### src/sv/dpsm_pkg.sv
package dpsm_pkg;

  // Drive state codes
  localparam logic [2:0] ST_NOT_READY = 3'd0;
  localparam logic [2:0] ST_DISABLED  = 3'd1;
  localparam logic [2:0] ST_READY     = 3'd2;
  localparam logic [2:0] ST_ON        = 3'd3;
  localparam logic [2:0] ST_ENABLED   = 3'd4;
  localparam logic [2:0] ST_QSTOP     = 3'd5;
  localparam logic [2:0] ST_FREACT    = 3'd6;
  localparam logic [2:0] ST_FAULT     = 3'd7;

  // Transition codes
  localparam logic [3:0] TR_NONE      = 4'd0;
  localparam logic [3:0] TR_1         = 4'd1;
  localparam logic [3:0] TR_2         = 4'd2;
  localparam logic [3:0] TR_3         = 4'd3;
  localparam logic [3:0] TR_4         = 4'd4;
  localparam logic [3:0] TR_5         = 4'd5;
  localparam logic [3:0] TR_6         = 4'd6;
  localparam logic [3:0] TR_7         = 4'd7;
  localparam logic [3:0] TR_8         = 4'd8;
  localparam logic [3:0] TR_9         = 4'd9;
  localparam logic [3:0] TR_10        = 4'd10;
  localparam logic [3:0] TR_11        = 4'd11;
  localparam logic [3:0] TR_12        = 4'd12;
  localparam logic [3:0] TR_FR_FAULT  = 4'd13;
  localparam logic [3:0] TR_FAULT_DIS = 4'd14;
  localparam logic [3:0] TR_RDY_EN    = 4'd15;

  // Application layer status: operational
  localparam logic [15:0] LINK_OP = 16'd8;

  // Drive flag bits: {brake, hv, axis, cfg}
  localparam logic [3:0] FL_NONE  = 4'b0000;
  localparam logic [3:0] FL_CFG   = 4'b0001;
  localparam logic [3:0] FL_AXIS  = 4'b0010;
  localparam logic [3:0] FL_HV    = 4'b0100;
  localparam logic [3:0] FL_BRAKE = 4'b1000;

  // Result of one state machine step
  typedef struct packed {
    logic [2:0] next_state;
    logic [3:0] trans;
    logic [3:0] flags;
  } dpsm_step_t;

  // Statusword code of a state
  function automatic logic [15:0] status_of_state(input logic [2:0] st);
    logic [15:0] sw;
    case (st)
      ST_NOT_READY: sw = 16'h0000;
      ST_DISABLED:  sw = 16'h0040;
      ST_READY:     sw = 16'h0021;
      ST_ON:        sw = 16'h0023;
      ST_ENABLED:   sw = 16'h0027;
      ST_QSTOP:     sw = 16'h0007;
      ST_FREACT:    sw = 16'h000F;
      default:      sw = 16'h0008;
    endcase
    return sw;
  endfunction

endpackage

### src/sv/dpsm_step.sv
module dpsm_step
  import dpsm_pkg::*;
(
  input  logic [15:0] controlword,
  input  logic [15:0] link_status,
  input  logic [2:0]  cur_state,
  input  logic [3:0]  cur_flags,
  output dpsm_step_t  step
);

  logic link_op;
  logic shutdown, sw_on, sw_on_en, dis_volt, qstop, dis_op, en_op, f_reset;
  logic [2:0] ns;
  logic [3:0] tr;

  // Command decode by masks
  assign link_op  = (link_status == LINK_OP);
  assign shutdown = ((controlword & 16'h0087) == 16'h0006);
  assign sw_on    = ((controlword & 16'h0087) == 16'h0007);
  assign sw_on_en = ((controlword & 16'h008F) == 16'h000F);
  assign dis_volt = ((controlword & 16'h0082) == 16'h0000);
  assign qstop    = ((controlword & 16'h0086) == 16'h0002);
  assign dis_op   = ((controlword & 16'h008F) == 16'h0007);
  assign en_op    = ((controlword & 16'h008F) == 16'h000F);
  assign f_reset  = controlword[7];

  // Next state; first matching command wins
  always_comb begin
    ns = cur_state;
    tr = TR_NONE;
    unique case (cur_state)
      ST_NOT_READY: begin
        if (link_op) begin ns = ST_DISABLED; tr = TR_1; end
      end
      ST_DISABLED: begin
        if (shutdown || link_op) begin ns = ST_READY; tr = TR_2; end
      end
      ST_READY: begin
        if (dis_volt) begin
          ns = ST_DISABLED; tr = TR_7;
        end else if (sw_on) begin
          if (sw_on_en) begin ns = ST_ENABLED; tr = TR_RDY_EN; end
          else begin ns = ST_ON; tr = TR_3; end
        end
      end
      ST_ON: begin
        if (shutdown) begin ns = ST_READY; tr = TR_6; end
        else if (en_op) begin ns = ST_ENABLED; tr = TR_4; end
        else if (dis_volt) begin ns = ST_DISABLED; tr = TR_10; end
      end
      ST_ENABLED: begin
        if (dis_op) begin ns = ST_ON; tr = TR_5; end
        else if (shutdown) begin ns = ST_READY; tr = TR_8; end
        else if (dis_volt || !link_op) begin ns = ST_DISABLED; tr = TR_9; end
        else if (qstop) begin ns = ST_QSTOP; tr = TR_11; end
      end
      ST_QSTOP: begin
        if (dis_volt) begin ns = ST_DISABLED; tr = TR_12; end
      end
      ST_FREACT: begin
        ns = ST_FAULT; tr = TR_FR_FAULT;
      end
      default: begin
        if (f_reset) begin ns = ST_DISABLED; tr = TR_FAULT_DIS; end
      end
    endcase
  end

  // Flags follow the new state; not ready and fault reaction keep them
  always_comb begin
    step.next_state = ns;
    step.trans      = tr;
    case (ns)
      ST_DISABLED, ST_READY: step.flags = FL_CFG | FL_BRAKE;
      ST_ON:                 step.flags = FL_CFG | FL_HV | FL_BRAKE;
      ST_ENABLED, ST_QSTOP:  step.flags = FL_AXIS | FL_HV;
      ST_FAULT:              step.flags = FL_CFG;
      default:               step.flags = cur_flags;
    endcase
  end

endmodule

### src/sv/drive_power_state_machine.sv
// Drive power state machine (CiA402 style) with one statusword per item.
// Input channel in_*: one item carries a controlword and the fieldbus
// application layer status. Result channel out_*: one item per input with
// the statusword, the transition that fired, the state code and four
// drive flags.
// An accepted item is held in the input register, and the result register
// loads from it once the output register is free or draining; out_tvalid
// rises with that load. Throughput: one item per cycle while out_tready stays
// high, set by the single state register update per item.
// Reset (rst_n low, synchronous): drive state returns to not ready to
// switch on, flags clear, both pipeline registers empty.
// When the receiver stalls the result is held stable, the input register
// still takes one more item, and then in_tready drops until out_tready
// returns.
module drive_power_state_machine
  import dpsm_pkg::*;
(
  input  logic        clk,
  input  logic        rst_n,
  input  logic        in_tvalid,
  output logic        in_tready,
  input  logic [31:0] in_tdata,   // [15:0] controlword, [31:16] link_status
  output logic        out_tvalid,
  input  logic        out_tready,
  output logic [31:0] out_tdata   // [15:0] status_word, [19:16] transition_code,
                                  // [22:20] state_code, [23] setup_ok,
                                  // [24] axis_enabled, [25] power_applied,
                                  // [26] brake_on, [31:27] zero
);

  logic        s1_valid_r, s1_valid_nxt;
  logic [15:0] cw_r, link_r;
  logic [2:0]  state_r;
  logic [3:0]  flags_r;
  logic        out_valid_r, out_valid_nxt;
  logic [15:0] sw_r;
  logic [3:0]  tr_r;
  logic        s2_load;
  dpsm_step_t  step;

  // Handshake: stage 2 loads when output register is free or draining
  assign s2_load      = s1_valid_r && (!out_valid_r || out_tready);
  assign in_tready    = !s1_valid_r || s2_load;
  assign s1_valid_nxt = (in_tvalid && in_tready) || (s1_valid_r && !s2_load);
  assign out_valid_nxt = s2_load || (out_valid_r && !out_tready);

  dpsm_step u_step (
    .controlword (cw_r),
    .link_status (link_r),
    .cur_state   (state_r),
    .cur_flags   (flags_r),
    .step        (step)
  );

  // Control registers
  always_ff @(posedge clk) begin
    if (!rst_n) begin
      s1_valid_r  <= 1'b0;
      out_valid_r <= 1'b0;
      state_r     <= ST_NOT_READY;
      flags_r     <= FL_NONE;
    end else begin
      s1_valid_r  <= s1_valid_nxt;
      out_valid_r <= out_valid_nxt;
      if (s2_load) begin
        state_r <= step.next_state;
        flags_r <= step.flags;
      end
    end
  end

  // Input register
  always_ff @(posedge clk) begin
    if (in_tvalid && in_tready) begin
      cw_r   <= in_tdata[15:0];
      link_r <= in_tdata[31:16];
    end
  end

  // Result register
  always_ff @(posedge clk) begin
    if (s2_load) begin
      sw_r <= status_of_state(step.next_state);
      tr_r <= step.trans;
    end
  end

  assign out_tvalid = out_valid_r;
  assign out_tdata  = {5'b0, flags_r[3], flags_r[2], flags_r[1], flags_r[0],
                       state_r, tr_r, sw_r};

endmodule
### config.mk
export PLATFORM = sky130hd
export DESIGN_NAME = drive_power_state_machine
export DESIGN_NICKNAME = d
export VERILOG_FILES = /design/src/sv/dpsm_pkg.sv /design/src/sv/dpsm_step.sv /design/src/sv/drive_power_state_machine.sv
export SDC_FILE = /design/constraint.sdc
export NUM_CORES = 1
export LEC_CHECK = 0
export BUFFER_PORTS_ARGS = -buffer_cell sky130_fd_sc_hd__buf_2
export CORE_ASPECT_RATIO = 2
export CORE_MARGIN = 2
export CORE_UTILIZATION = 35
export CTS_BUF_LIST = sky130_fd_sc_hd__clkbuf_4 sky130_fd_sc_hd__clkbuf_8
export DETAILED_ROUTE_END_ITERATION = 8
export PLACE_DENSITY = 0.69
export REMOVE_ABC_BUFFERS = 1
export SKIP_LAST_GASP = 1
export SYNTH_ARGS = -nofsm -noshare
export SYNTH_HDL_FRONTEND = slang
export SYNTH_HIERARCHICAL = 1
export SYNTH_SLANG_ARGS = --single-unit
### constraint.sdc
create_clock -name clk -period 3.65 [get_ports clk]
set_input_delay 0.1825 -clock clk [delete_from_list [all_inputs] [get_ports clk]]
set_output_delay 0.1825 -clock clk [all_outputs]
set_load 0.02 [all_outputs]
## After elaboration in Yosys (flattened, before gate mapping)

Cells that the tools add are included.

- Register bits after elaboration: 53
- Output and inout bits: 34
- Word-level logic and storage cells: 80

- Equality and inequality tests: 19
- Mux-type cells: 31
- Reductions and logical operators: 22

Operator list:

| kind | number |
|---|---|
| $pmux W7 S7 | 1 |
| $mux W4 | 12 |
| $mux W3 | 13 |
| $pmux W4 S7 | 1 |
| $eq A3 B3 Y1 const B | 7 |
| $pmux W3 S7 | 1 |
| $eq A16 B4 Y1 const B | 1 |
| $logic_not A16 Y1 | 1 |
| $pmux W4 S4 | 1 |
| $eq A3 B2 Y1 const B | 4 |
| $eq A3 B1 Y1 const B | 3 |
| $eq A4 B3 Y1 const B | 2 |
| $logic_not A3 Y1 | 2 |
| $logic_or A1 B1 Y1 | 6 |
| $eq A5 B3 Y1 const B | 1 |
| $eq A5 B4 Y1 const B | 1 |
| $logic_not A1 Y1 | 5 |
| $logic_and A1 B1 Y1 | 4 |
| $reduce_bool A4 Y1 | 1 |
| $reduce_or A2 Y1 | 2 |
| $mux W2 | 1 |
| $reduce_and A2 Y1 | 1 |
| $mux W1 | 1 |

## Logic depth before layout (Yosys ltp)

- Depth in word-level cells: 11
- Depth in mapped cells: 9

## Modules after synthesis

The synthesis kept the hierarchy.

By module, submodules not included:

| module | cells each | times used | area an instance (sq um) | seq. area each (sq um) |
|---|---|---|---|---|
| drive_power_state_machine | 107 | 1 | 1813.0 | 1441.4 |
| dpsm_step | 93 | 1 | 624.3 | 0.0 |

## Worst setup path after synthesis

No wires, ideal clock.

- Kind: reg2reg
- From: register link_r[5]
- To: register sw_r[5], data pin
- Data required time: 3.390 ns
- Setup slack: 1.365 ns
- Stages on the path, launching flop included: 8
- Arrival: 2.025 ns
- Path through: edfxtp_1 nor4b_2 and4_4 o21ai_2 o311a_4 a41oi_1 nor2_1 mux2_2

RTL lines:

| what | RTL line | text |
|---|---|---|
| start, declared | drive_power_state_machine.sv:32 | `logic [15:0] cw_r, link_r;` |
| start signal, assigned | drive_power_state_machine.sv:76 | `link_r <= in_tdata[31:16];` |
| end signal, assigned | drive_power_state_machine.sv:83 | `sw_r <= status_of_state(step.next_state);` |
| end, declared | drive_power_state_machine.sv:36 | `logic [15:0] sw_r;` |

==> run summary <==
The run finished, with violations left. The final reports fail on design-rule violations. The number of cells on the worst hold path came out at 1.

The total power per unit cell area is around 400 nW/µm². Setup repair after global routing left no endpoint under its margin. The leakage power is 0.896 nW. The initial antenna violation count came to 0. The total wire length after detailed routing is approximately 3.6 mm. In the routed design, unresolved DRC markers number 3. The post-synthesis instance area came out at 2110 µm². The clock sink count came out at 40. The worst register-to-register path ends at sw_r[5]$_DFFE_PP_. The number of instances resized during post-cts repair is 0. The height of the die is 114 µm. The share of layout cells above drive strength 1 came out at 30.5%. The launch point of the worst hold path is in_tdata[25]. The final layout contains 261 nets. The antenna diode instance count came out at 0. The post-synthesis cell count is 189. At the worst endpoint, the required time is 3.70 ns. The number of fill cells in the layout is 579. The total negative setup slack is 0 ns. The die outline area is 6690 µm². The relative area change from synthesis to final layout came out at 13.1%.

TritonCTS created 5 clock buffers. Measured along the x axis, the die boundary spans about 60 µm. The peak fanout along the critical path is 8. The via count of the routed design is 1454. The element type at the critical path end is a flip-flop. The peak supply drop came out at 0.284 mV.

The wire-length estimate of the detail-placed layout is 2.52 mm. The number of placement rows came out at 40. The register-to-register path setup slack came out at 1.05 ns. The core utilization of the finished layout came out at 40.4%. The count of hold buffers inserted by post-cts repair came out at 0. The kind of launch point of the worst setup path is a flip-flop.

The portion of the clock cycle consumed by the worst path in the final layout is between 70 and 80%. The via count of the first global-routing pass came out at 1359. The startpoint identified for the worst register-to-register timing path is link_r[1]$_DFFE_PP_. The number of I/O pins is 70. The wire length of the first global-routing pass came out at between 6 and 7 mm. At the worst endpoint, the arrival time is 2.64 ns. The worst setup path is of the reg2reg kind.

The path category of the worst min-delay check is in2reg. The number of buffers on the longest clock path came out at 2. Across the routed clock network, the largest skew measured is 0.00788 ns.

The overall routing resource usage came out at 11.7%. The number of maximum-capacitance constraint violations came out at 0. The overall overflow remaining after global route is 0. The placeable core region is 5910 µm².

For this configuration, the core starts out at a cell density of a little over a third. For the worst flop-to-flop path, the logic depth is 7. The count of input and output buffers came out at 43. The via count normalized by instance count came out at 5.03. Clock latency on the worst-skew pair, taken at its later pin, is ~0.29 ns. The slew at the pin closest to its max-slew limit is 0.954 ns.

The relative slew slack came out at between 30% and 40%. Post-CTS timing repair inserted 0 buffers for setup. The clock transition at the registers of the reported paths is ~0.080 ns.

The global placer's final weighted congestion is 0.841. For the finished layout, the period the worst path requires is 2.60 ns. Clock tree synthesis selected as its root buffer the cell sky130_fd_sc_hd__clkbuf_8. The Yosys step of the flow raised 6 warnings. The count of final max-slew check failures came out at 0. The path with the worst hold slack has its endpoint at link_r[9]$_DFFE_PP_. TritonCTS built the clock tree. The average instance in the mapped netlist occupies 11.1 µm². The count of nets left with antenna violations after detail routing is 0. Derived from the worst setup path, the maximum achievable clock frequency is 385 MHz. Setup violations remaining at the end of the flow were counted as 0. After detailed routing, the average wire length per cell comes to 12.5 µm.

Entering global routing, the biggest net connects 22 pins. The number of levels in the clock H-tree came out at 2. The number of detailed-route iterations in the first pass came out at 6. The number of DRC violations after detailed-routing iteration 0 is 74. The number of hold violations in the final report came out at 0.
==> where the power goes <==
part	internal, W	switching [W]	total, W
Combinational	0.0000242	0.0000444	0.0000686
Sequential	0.000512	0.0000141	0.000526
Clock	0.000210	0.000146	0.000356
==> critical path, stage by stage, from the launching register on <==
cell                       delay (ns)
sky130_fd_sc_hd__edfxtp_1        0.37
sky130_fd_sc_hd__nor4_1          0.33
sky130_fd_sc_hd__and4_4          0.34
sky130_fd_sc_hd__o21ai_2         0.09
sky130_fd_sc_hd__o311a_4         0.36
sky130_fd_sc_hd__a41oi_1         0.51
sky130_fd_sc_hd__nor2_1          0.08
sky130_fd_sc_hd__mux2_2          0.27
==> state kept, by name, indices dropped and copies added (netlist names) <==
name	cells
out_tvalid	1
s1_valid_r	1
flags_r	4
tr_r	4
link_r	16
cw_r	5
sw_r	6
state_r	3
==> layout by cell type (no fill, tap or decap), types with 3 or more instances in the layout <==
cell type,n
sky130_fd_sc_hd__nand2b_1,4
sky130_fd_sc_hd__mux2i_1,7
sky130_fd_sc_hd__inv_1,5
sky130_fd_sc_hd__edfxtp_1,31
sky130_fd_sc_hd__o311ai_0,3
sky130_fd_sc_hd__buf_2,43
sky130_fd_sc_hd__clkbuf_8,5
sky130_fd_sc_hd__dfxtp_1,9
sky130_fd_sc_hd__conb_1,15
sky130_fd_sc_hd__a21oi_1,6
sky130_fd_sc_hd__nand2_1,29
sky130_fd_sc_hd__nand3_1,3
sky130_fd_sc_hd__nor2_1,12
sky130_fd_sc_hd__o21ai_0,4
==> how the worst max path moves through the flow <==
stage                          from           endpoint  slack (ns)  cells after the start
3_3_place_gp   link_r[10]$_DFFE_PP_  sw_r[5]$_DFFE_PP_        1.12                      7
4_1_cts         link_r[1]$_DFFE_PP_  sw_r[5]$_DFFE_PP_        1.02                      7
5_1_grt         link_r[1]$_DFFE_PP_  sw_r[0]$_DFFE_PP_        0.76                      7
3_5_place_dp    link_r[1]$_DFFE_PP_  sw_r[5]$_DFFE_PP_        1.02                      7
2_1_floorplan   link_r[5]$_DFFE_PP_  sw_r[5]$_DFFE_PP_        1.36                      7
6_report        link_r[1]$_DFFE_PP_  sw_r[5]$_DFFE_PP_        1.05                      7
==> layer usage <==
layer,part of all wire [%],routed length [µm],GRT usage [%]
met1,42,1510,15.0
met2,51,1830,18.2
met3,6.4,233,3.17
met4,1.3,46,4.85
met5,0,0,0
==> per-stage QoR <==
stage          total power, W  instance area, µm²  cells  worst slack [ns]  hold slack (ns)
3_5_place_dp         0.000605                2270    281              1.02            0.361
4_1_cts              0.000965                2380    289              1.02           0.0566
5_1_grt              0.000988                2380    289             0.763           0.0515
2_1_floorplan        0.000577                1980    175              1.36            0.281
3_3_place_gp         0.000602                2270    281              1.12            0.360
6_report             0.000950                2380    289              1.05           0.0657
==> final cells by class <==
cell class	count	area, µm²	area share (%)
clock buffers	6	76.3	3.20
clock inverters	2	35.0	1.47
inverters	5	18.8	0.787
multi-input cells	130	848	35.6
flip-flops and latches	40	1110	46.6
well taps	63	78.8	3.31
repair buffers	43	215	9.03
Note: power is estimated with default switching activity, not from simulation.
